<file path="src/rtl/amc_pkg.sv">
`default_nettype none

package amc_pkg;

   localparam int DIM   = 3;
   localparam int CELLS = DIM * DIM;
   localparam int IDX_W = $clog2(CELLS);
   localparam int PC_W  = 6;

   // Program layout of the sequencer
   localparam int PC_DISPATCH_ID   = 0;
   localparam int PC_DISPATCH_KEEP = 1;
   localparam int PC_MAC0          = 2;
   localparam int PC_DRAIN         = PC_MAC0 + CELLS * DIM;
   localparam int PC_COMMIT        = PC_DRAIN + 1;
   localparam int PC_IDENT         = PC_COMMIT + 1;
   localparam int PC_EMIT          = PC_IDENT + 1;

   typedef logic signed [31:0] word_type;
   typedef word_type mat_type [CELLS];

   localparam word_type Q_ONE    = 32'sh0001_0000;
   localparam word_type WORD_MAX = 32'sh7FFF_FFFF;
   localparam word_type WORD_MIN = 32'sh8000_0000;

   typedef enum logic [1:0] {
      OP_IDENTITY = 2'd0,
      OP_PRE      = 2'd1,
      OP_POST     = 2'd2,
      OP_NONE     = 2'd3
   } op_type;

   // Sequencer to datapath control
   typedef struct packed {
      logic             load;
      logic             pre;
      logic             mac;
      logic [IDX_W-1:0] left;
      logic [IDX_W-1:0] right;
      logic             first;
      logic             last;
      logic [IDX_W-1:0] dst;
      logic             commit;
      logic             ident;
      logic             emit;
   } ctl_type;

endpackage

`default_nettype wire

</file>
<file path="src/rtl/affine_matrix_composer_3x3.sv">
`default_nettype none

// A multiply item runs its product terms, a drain step, a commit and an emit;
// identity load runs an identity step and an emit, the unused operation code only an emit.
// A new item is taken only while idle; the shared 32x32 multiplier
// and accumulator walk the 27 product terms one per step of the program.
// Reset (synchronous, active high) sets the stored matrix to identity and
// clears the result valid flag.
module affine_matrix_composer_3x3
   import amc_pkg::*;
(
   input  wire logic        clock,
   input  wire logic        reset,
   input  wire logic        req_valid,
   output logic             req_stall,
   input  wire logic [1:0]  req_operation,
   input  wire logic signed [31:0] req_arg_r0c0,
   input  wire logic signed [31:0] req_arg_r0c1,
   input  wire logic signed [31:0] req_arg_r0c2,
   input  wire logic signed [31:0] req_arg_r1c0,
   input  wire logic signed [31:0] req_arg_r1c1,
   input  wire logic signed [31:0] req_arg_r1c2,
   input  wire logic signed [31:0] req_arg_r2c0,
   input  wire logic signed [31:0] req_arg_r2c1,
   input  wire logic signed [31:0] req_arg_r2c2,
   output logic             rsp_valid,
   input  wire logic        rsp_stall,
   output logic signed [31:0] rsp_cur_r0c0,
   output logic signed [31:0] rsp_cur_r0c1,
   output logic signed [31:0] rsp_cur_r0c2,
   output logic signed [31:0] rsp_cur_r1c0,
   output logic signed [31:0] rsp_cur_r1c1,
   output logic signed [31:0] rsp_cur_r1c2,
   output logic signed [31:0] rsp_cur_r2c0,
   output logic signed [31:0] rsp_cur_r2c1,
   output logic signed [31:0] rsp_cur_r2c2
);

   ctl_type ctl;
   mat_type arg_in;
   mat_type rsp_mat;

   assign arg_in[0] = req_arg_r0c0;
   assign arg_in[1] = req_arg_r0c1;
   assign arg_in[2] = req_arg_r0c2;
   assign arg_in[3] = req_arg_r1c0;
   assign arg_in[4] = req_arg_r1c1;
   assign arg_in[5] = req_arg_r1c2;
   assign arg_in[6] = req_arg_r2c0;
   assign arg_in[7] = req_arg_r2c1;
   assign arg_in[8] = req_arg_r2c2;

   amc_sequencer u_seq (
      .clock         (clock),
      .reset         (reset),
      .req_valid     (req_valid),
      .req_stall     (req_stall),
      .req_operation (req_operation),
      .rsp_valid     (rsp_valid),
      .rsp_stall     (rsp_stall),
      .ctl           (ctl)
   );

   amc_datapath u_dp (
      .clock   (clock),
      .reset   (reset),
      .ctl     (ctl),
      .arg_in  (arg_in),
      .rsp_mat (rsp_mat)
   );

   assign rsp_cur_r0c0 = rsp_mat[0];
   assign rsp_cur_r0c1 = rsp_mat[1];
   assign rsp_cur_r0c2 = rsp_mat[2];
   assign rsp_cur_r1c0 = rsp_mat[3];
   assign rsp_cur_r1c1 = rsp_mat[4];
   assign rsp_cur_r1c2 = rsp_mat[5];
   assign rsp_cur_r2c0 = rsp_mat[6];
   assign rsp_cur_r2c1 = rsp_mat[7];
   assign rsp_cur_r2c2 = rsp_mat[8];

endmodule

`default_nettype wire

</file>
<file path="src/rtl/amc_sequencer.sv">
`default_nettype none

module amc_sequencer
   import amc_pkg::*;
(
   input  wire logic       clock,
   input  wire logic       reset,
   input  wire logic       req_valid,
   output logic            req_stall,
   input  wire logic [1:0] req_operation,
   output logic            rsp_valid,
   input  wire logic       rsp_stall,
   output ctl_type         ctl
);

   typedef enum logic [2:0] {
      CMD_NOP,
      CMD_MAC,
      CMD_COMMIT,
      CMD_IDENT,
      CMD_EMIT
   } cmd_type;

   typedef enum logic [1:0] {
      J_NEXT,
      J_IDENT,
      J_KEEP,
      J_ALWAYS
   } jump_type;

   typedef struct packed {
      cmd_type          cmd;
      jump_type         cond;
      logic [PC_W-1:0]  target;
      logic [IDX_W-1:0] left;
      logic [IDX_W-1:0] right;
      logic             first;
      logic             last;
      logic [IDX_W-1:0] dst;
   } uword_type;

   typedef enum logic {
      S_IDLE,
      S_RUN
   } state_type;

   function automatic uword_type ucode_rom(input logic [PC_W-1:0] pc);
      uword_type w;
      w = '{cmd: CMD_NOP, cond: J_NEXT, target: '0, left: '0, right: '0,
            first: 1'b0, last: 1'b0, dst: '0};
      case (pc)
         PC_W'(PC_DISPATCH_ID): begin
            w.cond   = J_IDENT;
            w.target = PC_W'(PC_IDENT);
         end
         PC_W'(PC_DISPATCH_KEEP): begin
            w.cond   = J_KEEP;
            w.target = PC_W'(PC_EMIT);
         end
         PC_W'(PC_COMMIT): begin
            w.cmd    = CMD_COMMIT;
            w.cond   = J_ALWAYS;
            w.target = PC_W'(PC_EMIT);
         end
         PC_W'(PC_IDENT): begin
            w.cmd = CMD_IDENT;
         end
         PC_W'(PC_EMIT): begin
            w.cmd = CMD_EMIT;
         end
         default: begin
            w.cmd = CMD_NOP;
         end
      endcase
      // One multiply-accumulate step per term, row-major over the result
      for (int r = 0; r < DIM; r++) begin
         for (int c = 0; c < DIM; c++) begin
            for (int k = 0; k < DIM; k++) begin
               if (pc == PC_W'(PC_MAC0 + (r * DIM + c) * DIM + k)) begin
                  w.cmd   = CMD_MAC;
                  w.left  = IDX_W'(r * DIM + k);
                  w.right = IDX_W'(k * DIM + c);
                  w.first = (k == 0);
                  w.last  = (k == DIM - 1);
                  w.dst   = IDX_W'(r * DIM + c);
               end
            end
         end
      end
      return w;
   endfunction

   state_type       state_ff, state_in;
   logic [PC_W-1:0] pc_ff, pc_in;
   op_type          op_ff, op_in;
   logic            rsp_valid_ff, rsp_valid_in;

   uword_type uw;
   logic      accept;
   logic      out_held;
   logic      take_jump;
   logic      emit_go;

   always_comb begin
      uw        = ucode_rom(pc_ff);
      accept    = req_valid && (state_ff == S_IDLE);
      out_held  = rsp_valid_ff && rsp_stall;
      emit_go   = (state_ff == S_RUN) && (uw.cmd == CMD_EMIT) && !out_held;
      take_jump = (uw.cond == J_ALWAYS) ||
                  ((uw.cond == J_IDENT) && (op_ff == OP_IDENTITY)) ||
                  ((uw.cond == J_KEEP) && (op_ff == OP_NONE));

      state_in     = state_ff;
      pc_in        = pc_ff;
      op_in        = op_ff;
      rsp_valid_in = emit_go ? 1'b1 : out_held;

      case (state_ff)
         S_IDLE: begin
            if (accept) begin
               state_in = S_RUN;
               pc_in    = '0;
               op_in    = op_type'(req_operation);
            end
         end
         S_RUN: begin
            if (uw.cmd == CMD_EMIT) begin
               // hold on the emit step until the output register frees up
               if (emit_go) begin
                  state_in = S_IDLE;
               end
            end else if (take_jump) begin
               pc_in = uw.target;
            end else begin
               pc_in = pc_ff + 1'b1;
            end
         end
         default: begin
            state_in = S_IDLE;
         end
      endcase
   end

   always_ff @(posedge clock) begin
      if (reset) begin
         state_ff     <= S_IDLE;
         pc_ff        <= '0;
         op_ff        <= OP_IDENTITY;
         rsp_valid_ff <= 1'b0;
      end else begin
         state_ff     <= state_in;
         pc_ff        <= pc_in;
         op_ff        <= op_in;
         rsp_valid_ff <= rsp_valid_in;
      end
   end

   always_comb begin
      req_stall  = (state_ff != S_IDLE);
      rsp_valid  = rsp_valid_ff;
      ctl.load   = accept;
      ctl.pre    = (op_ff == OP_PRE);
      ctl.mac    = (state_ff == S_RUN) && (uw.cmd == CMD_MAC);
      ctl.left   = uw.left;
      ctl.right  = uw.right;
      ctl.first  = uw.first;
      ctl.last   = uw.last;
      ctl.dst    = uw.dst;
      ctl.commit = (state_ff == S_RUN) && (uw.cmd == CMD_COMMIT);
      ctl.ident  = (state_ff == S_RUN) && (uw.cmd == CMD_IDENT);
      ctl.emit   = emit_go;
   end

`ifndef NO_ASSERTIONS
   a_accept_busy: assert property (@(posedge clock) disable iff (reset)
      req_valid && !req_stall |=> req_stall)
      else $error("sequencer not busy after a transfer in");

   a_emit_free: assert property (@(posedge clock) disable iff (reset)
      ctl.emit |-> !(rsp_valid && rsp_stall))
      else $error("emit overwrote a stalled result");

   a_valid_from_emit: assert property (@(posedge clock) disable iff (reset)
      $rose(rsp_valid) |-> $past(ctl.emit))
      else $error("result valid without an emit step");

   a_mac_running: assert property (@(posedge clock) disable iff (reset)
      ctl.mac || ctl.commit || ctl.ident |-> req_stall)
      else $error("datapath step issued while idle");
`endif

endmodule

`default_nettype wire

</file>
<file path="src/rtl/amc_datapath.sv">
`default_nettype none

module amc_datapath
   import amc_pkg::*;
(
   input  wire logic    clock,
   input  wire logic    reset,
   input  wire ctl_type ctl,
   input  wire mat_type arg_in,
   output mat_type      rsp_mat
);

   localparam int ACC_W  = 50;
   localparam int TERM_W = 48;
   localparam logic signed [ACC_W-1:0] SAT_HI = ACC_W'(WORD_MAX);
   localparam logic signed [ACC_W-1:0] SAT_LO = ACC_W'(WORD_MIN);

   mat_type arg_ff;
   mat_type cur_ff;
   mat_type tmp_ff;
   mat_type rsp_ff;

   logic signed [63:0]      prod_ff, prod_in;
   logic signed [ACC_W-1:0] acc_ff, acc_in;
   logic                    s2_mac_ff;
   logic                    s2_first_ff;
   logic                    s2_last_ff;
   logic [IDX_W-1:0]        s2_dst_ff;

   word_type                 lhs, rhs;
   logic signed [TERM_W-1:0] term;
   word_type                 sat_word;

   always_comb begin
      lhs     = ctl.pre ? arg_ff[ctl.left] : cur_ff[ctl.left];
      rhs     = ctl.pre ? cur_ff[ctl.right] : arg_ff[ctl.right];
      prod_in = lhs * rhs;

      // arithmetic shift of the Q32.32 product floors to Q32.16
      term   = prod_ff[63:16];
      acc_in = (s2_first_ff ? '0 : acc_ff) + ACC_W'(term);

      if (acc_in > SAT_HI) begin
         sat_word = WORD_MAX;
      end else if (acc_in < SAT_LO) begin
         sat_word = WORD_MIN;
      end else begin
         sat_word = acc_in[31:0];
      end
   end

   always_ff @(posedge clock) begin
      if (reset) begin
         s2_mac_ff <= 1'b0;
         for (int i = 0; i < CELLS; i++) begin
            cur_ff[i] <= (i % (DIM + 1) == 0) ? Q_ONE : '0;
         end
      end else begin
         s2_mac_ff <= ctl.mac;
         if (ctl.commit) begin
            cur_ff <= tmp_ff;
         end else if (ctl.ident) begin
            for (int i = 0; i < CELLS; i++) begin
               cur_ff[i] <= (i % (DIM + 1) == 0) ? Q_ONE : '0;
            end
         end
      end
   end

   always_ff @(posedge clock) begin
      if (ctl.load) begin
         arg_ff <= arg_in;
      end
      prod_ff     <= prod_in;
      s2_first_ff <= ctl.first;
      s2_last_ff  <= ctl.last;
      s2_dst_ff   <= ctl.dst;
      if (s2_mac_ff) begin
         acc_ff <= acc_in;
         if (s2_last_ff) begin
            tmp_ff[s2_dst_ff] <= sat_word;
         end
      end
      if (ctl.emit) begin
         rsp_ff <= cur_ff;
      end
   end

   assign rsp_mat = rsp_ff;

endmodule

`default_nettype wire
</file>
<file path="config.mk">
export PLATFORM = sky130hd
export DESIGN_NAME = affine_matrix_composer_3x3
export DESIGN_NICKNAME = d
export VERILOG_FILES = /design/src/rtl/amc_pkg.sv /design/src/rtl/affine_matrix_composer_3x3.sv /design/src/rtl/amc_sequencer.sv /design/src/rtl/amc_datapath.sv
export SDC_FILE = /design/constraint.sdc
export NUM_CORES = 2
export LEC_CHECK = 0
export BUFFER_PORTS_ARGS = -buffer_cell sky130_fd_sc_hd__clkbuf_2
export CAP_MARGIN = 20
export CORE_MARGIN = 2
export CORE_UTILIZATION = 28
export CTS_BUF_LIST = sky130_fd_sc_hd__clkbuf_8
export DETAILED_ROUTE_END_ITERATION = 8
export PLACE_DENSITY = 0.49
export RECOVER_POWER = 50
export SLEW_MARGIN = 5
export SYNTH_ARGS = -nofsm -noshare
export SYNTH_HDL_FRONTEND = slang
export SYNTH_HIERARCHICAL = 1
export SYNTH_SLANG_ARGS = --single-unit
</file>
<file path="constraint.sdc">
create_clock -name clock -period 10.9 [get_ports clock]
set_input_delay 0.545 -clock clock [delete_from_list [all_inputs] [get_ports clock]]
set_output_delay 0.545 -clock clock [all_outputs]
set_load 0.1 [all_outputs]
</file>
Word level (Yosys, flattened, before mapping)
Index checks and enable logic that the tools add are counted.
{"block": "op_classes", "addsub": 2, "multipliers": 1, "n_div": 0, "order_cmp": 6, "eq_ne": 42, "shift": 0, "n_mux": 87, "bitwise": 4, "reduce_logical": 21}
{"cell": "$mux W288", "count": 2}
{"cell": "$bmux W32 S4", "count": 4}
{"cell": "$mux W32", "count": 13}
{"cell": "$bwmux W288", "count": 1}
{"cell": "$mux W13", "count": 10}
{"cell": "$demux W32 S4", "count": 1}
{"cell": "$mux W14", "count": 7}
{"cell": "$mux W12", "count": 8}
{"cell": "$eq A6 B5 Y1 const B", "count": 15}
{"cell": "$mux W3", "count": 27}
{"cell": "$mul A32 B32 Y64", "count": 1}
{"cell": "$add A50 B50 Y50", "count": 1}
{"cell": "$gt A50 B32 Y1 const B", "count": 1}
{"cell": "$lt A50 B32 Y1 const B", "count": 1}
{"cell": "$mux W50", "count": 1}
{"cell": "$eq A6 B4 Y1 const B", "count": 8}
{"cell": "$eq A6 B3 Y1 const B", "count": 4}
{"cell": "$mux W6", "count": 4}
{"cell": "$pmux W8 S3", "count": 1}
{"cell": "$ge A5 B5 Y1 const B", "count": 3}
{"cell": "$not A4 Y5", "count": 3}
{"cell": "$eq A6 B2 Y1 const B", "count": 2}
{"cell": "$pmux W6 S2", "count": 1}
{"cell": "$mux W11", "count": 1}
{"cell": "24 further kinds", "count": 43}
{"block": "totals", "regBits": 1283, "latch_bits": 0, "mem_bits_rw": 0, "romBits": 0, "output_inout_bits": 290, "memories": 0}

Depth between registers and ports, before layout
{"block": "depth", "ltp_word": 35, "mapped_depth": 48, "mapped_depth_nobuf": 42}

By module
Netlist, hierarchy kept.
{"mod": "amc_datapath", "n_inst": 1, "cells_each": 7511, "area_each_um2": 87863.0}
{"mod": "amc_sequencer", "n_inst": 1, "cells_each": 275, "area_each_um2": 1914.3}

Worst setup path before layout
OpenSTA, ideal clock, no wires.
{"block": "synth_path", "path_kind": "flip-flop to flip-flop", "startpoint": "register u_seq.pc_ff[0]", "endpoint": "register u_dp.prod_ff[62]", "arrival_time_ns": 11.418, "required_ns": 10.828, "setup_slack_ns": -0.590, "stages_incl_launch_ff": 42, "synth_period_minus_slack_ns": 11.490, "path_cell_list": "dfxtp_1 -> inv_1 -> ha_1 -> clkbuf_1 -> or2_2 -> a21oi_1 -> o21ba_1 -> nor2_1 -> o31ai_1 -> clkbuf_1 -> clkbuf_1 -> clkbuf_1 -> clkbuf_1 -> mux4_2 -> mux2i_1 -> o22ai_1 -> clkbuf_1 -> nand2_1 -> (+6 left out) -> fa_1 -> inv_1 -> fa_1 -> inv_1 -> fa_1 -> inv_1 -> fa_1 -> ha_1 -> a21o_1 -> a21oi_1 -> inv_1 -> a21o_1 -> a21o_1 -> a21o_1 -> a21o_1 -> a211oi_1 -> o21ba_1 -> xnor2_1"}
{"item": "start: declaration", "line": "amc_sequencer.sv:94", "text": "logic [PC_W-1:0] pc_ff, pc_in;"}
{"item": "start signal: assignment", "line": "amc_sequencer.sv:152", "text": "pc_ff <= pc_in;"}
{"item": "end signal: assignment", "line": "amc_datapath.sv:74", "text": "prod_ff <= prod_in;"}
{"item": "end: declaration", "line": "amc_datapath.sv:23", "text": "logic signed [63:0] prod_ff, prod_in;"}

==> out/metrics.csv <==
metric,value,unit
cp.required,11.74,ns
placementRows,207,
synth_seq_cells,1267,
cts_buffers,221,
async_flop_share,0,%
synthesis.nets,9395,
fp.dieH,570.2,µm
met2_usage,34.71,%
clockBufferDepth,4,
first_pass_iters,6,
hpwl,281900,µm
antenna_left,0,
cp_num_buf_inv,16,
gp_congestion,0.9465,
min_period,11.03,ns
crit_type,reg -> reg,
htreeDepth,4,
grt_max_degree,217,
synth_flop_cell,edfxtp_1,
dp.cells,13060,
syn-cell-area,89780,µm²
stdcell_area,117100,µm²
worstPathArrival,11.87,ns
core,318600,µm²
pre_cts_ws,-0.7133,ns
synth.distinct_cells,103,
clk_pin_slew,0.07,ns
clock_tree.root_cell,clkbuf_8,
hp-class,in -> reg,
die_width,570.2,µm
grt_busiest_layer,met2,
yosysWarnings,6,
finalCritPeriodShare,101.2,%
drtIter0Drc,6747,
cp-start-kind,register,
grt.met1_usage,29.94,%
tightestPinTransition,4.371,ns
num_vias,69220,
io_pins,584,
grt.total_usage,21.90,%
crit_path_end_kind,register,
grt_pass1_wl,514600,µm
finalHoldViolCount,0,
start_util,28.18,%
totalWireLength,364400,µm
final_util,36.74,%
rsz0062_at_grt,yes,
io_buffers,583,
violations,"max-capacitance violations, max-slew violations, negative setup slack",
clock_sink_count,1267,
dieArea,325200,µm²
drv_slew,441,
seq_area_frac_synth,38.44,%
grt_pass1_vias,70850,
critPathMaxFanout,10,
max_freq,0.09066,GHz
antenna_found_initial,21,
wl_per_cell,26.07,µm
cpMostUsedCell,fa_1,
crit_path_top_delay_cell,fa_1,
drive_above_1_share,24.48,%
crit_family,adder cells,
synth_edf_count,914,
via_per_inst,4.952,
cap_viol_max_count,12,
fillCellCount,31520,
overflow,0,
finalSetupViolations,4,
run_status,"finished, violations left",
max_slew_margin,-191.4,%
yosysTopAreaCell,edfxtp_1,
synth_top_area_share,30.57,%
synthMostInstantiatedCell,inv_1,
use_met3,3.265,%
slowest_delay,0.57,ns
cts_tree,done,
clock_skew,0.1808,ns
synth.avg_cell_area,11.53,µm²
area_growth,30.38,%
synth_common_cells,"1,142 x inv_1, 1,082 x fa_1, 914 x edfxtp_1",
syn_inst,7786,
placed_area,105600,µm²
synth_area_leaders,"edfxtp_1 31%, fa_1 24%, dfxtp_1 7.9%",
final_nets,11210,
fin_ws,-0.1304,ns
route.detailed.drc,0,
clk_latency,1.10,ns
final_cell_count_no_fill,13980,
layer usage:
| layer | part of all wire (%) | vias up |
|---|---|---|
| met2 | 46 | 2813 |
| met4 | 4.7 | 0 |
| met1 | 42 | 36220 |
| met5 | 0 | - |
| li1 | - | 29690 |
| met3 | 7.1 | 506 |
worst reg2reg max path, delay by kind of cell (launching register included):
kind	cells	cell delay, ns
AO/OA/AOI/OAI	10	2.32
XOR/XNOR	1	0.12
adder cells (fa/ha/maj)	10	4.40
buffers and inverters	16	2.09
flip-flops	1	0.40
AND/OR/NAND/NOR	8	1.51
cell usage in the layout, fill, tap and decap left out, types with 32 or more instances in the layout:
| cell type | Yosys | layout |
|---|---|---|
| fa_1 | 1082 | 1037 |
| fa_2 | 0 | 45 |
| and2_1 | 46 | 44 |
| o21ai_0 | 53 | 46 |
| nand4_1 | 32 | 32 |
| edfxtp_1 | 914 | 914 |
| o21ai_1 | 50 | 36 |
| mux2i_1 | 196 | 159 |
| dlygate4sd3_1 | 0 | 295 |
| ha_1 | 233 | 212 |
| o22a_1 | 102 | 60 |
| mux4_2 | 254 | 254 |
| nor2_1 | 827 | 794 |
| clkbuf_2 | 0 | 249 |
| a21o_1 | 56 | 56 |
| buf_4 | 12 | 887 |
| clkbuf_8 | 0 | 248 |
| nor3b_1 | 291 | 288 |
| inv_1 | 1142 | 1180 |
| clkbuf_1 | 381 | 349 |
| clkinv_2 | 0 | 36 |
| buf_6 | 4 | 79 |
| dfxtp_1 | 353 | 350 |
| buf_12 | 0 | 163 |
| clkinv_1 | 5 | 37 |
| a21oi_1 | 427 | 407 |
| nand2b_1 | 43 | 40 |
| xnor2_1 | 68 | 66 |
| xor2_1 | 35 | 33 |
| nor2b_1 | 91 | 85 |
| nand2_1 | 607 | 594 |
final timing paths:
check,depth (start not counted),to,slack (ns),startpoint
worst max-delay path,45,u_dp/prod_ff[62]$_DFF_P_,-0.13,u_seq/pc_ff[1]$_SDFFE_PP0P_
worst max register to register,45,u_dp/prod_ff[62]$_DFF_P_,-0.13,u_seq/pc_ff[1]$_SDFFE_PP0P_
worst min-delay path,2,u_dp/arg_ff[286]$_DFFE_PP_,0.17,req_arg_r0c0[30]
worst min register to register,2,u_dp/cur_ff[155]$_SDFFE_PP0P_,0.43,u_dp/tmp_ff[155]$_DFFE_PP_
state kept, by name, summed over array words and instances (netlist names):
signal and cells:
u_seq/op_ff 2, u_dp/s2_dst_ff 4, u_dp/acc_ff 50, u_dp/s2_first_ff 1, u_dp/rsp_mat 288, u_dp/s2_mac_ff 1
u_dp/arg_ff 288, u_seq/rsp_valid 1, u_dp/cur_ff 288, u_dp/prod_ff 48, u_dp/tmp_ff 288, u_dp/s2_last_ff 1
u_seq/req_stall 1, u_seq/pc_ff 6
cells by family after synthesis:
group	after synthesis	synth area share, %
AOI/OAI and AO/OA	926	6.527
DFF	1267	38.44
xor gates and xnor gates	103	1.005
buffers and inverters	1623	6.927
and+or+nand+nor	2098	11.12
adders and majority gates	1315	27.37
muxes	454	8.607
area by class of cell:
| cell class | count | area (µm²) | share of cell area (%) |
|---|---|---|---|
| antenna | 13 | 32.53 | 0.02779 |
| clock buffer | 248 | 3413 | 2.916 |
| clock inverter | 162 | 1156 | 0.9877 |
| inverter | 1147 | 4328 | 3.697 |
| multi-input combinational | 4896 | 51120 | 43.67 |
| sequential | 1267 | 34520 | 29.49 |
| tap | 4180 | 5230 | 4.468 |
| timing repair buffer | 2065 | 17250 | 14.74 |
repair_timing:
| item | CTS | global route |
|---|---|---|
| gates resized for setup | 248 | 299 |
| hold buffers | 295 | 0 |
| setup buffers | 84 | 96 |
| setup endpoints to repair | 31 | 31 |
| cloned | 13 | 17 |
| pin swaps | 58 | 108 |
| endpoints found under the hold margin | 372 | 0 |
metrics by stage:
step / hold slack [ns] / setup TNS (ns)
3_5_place_dp: 0.4577 / -13.42
6_report: 0.1695 / -0.2975
4_1_cts: 0.05758 / -0.9668
3_3_place_gp: 0.4529 / -13.26
5_1_grt: 0.1178 / -3.324
2_1_floorplan: 0.4333 / 0
Power is left out: the tool's default activity adds up to more than one toggle a clock period on the data nets, which glitch-free logic cannot reach.
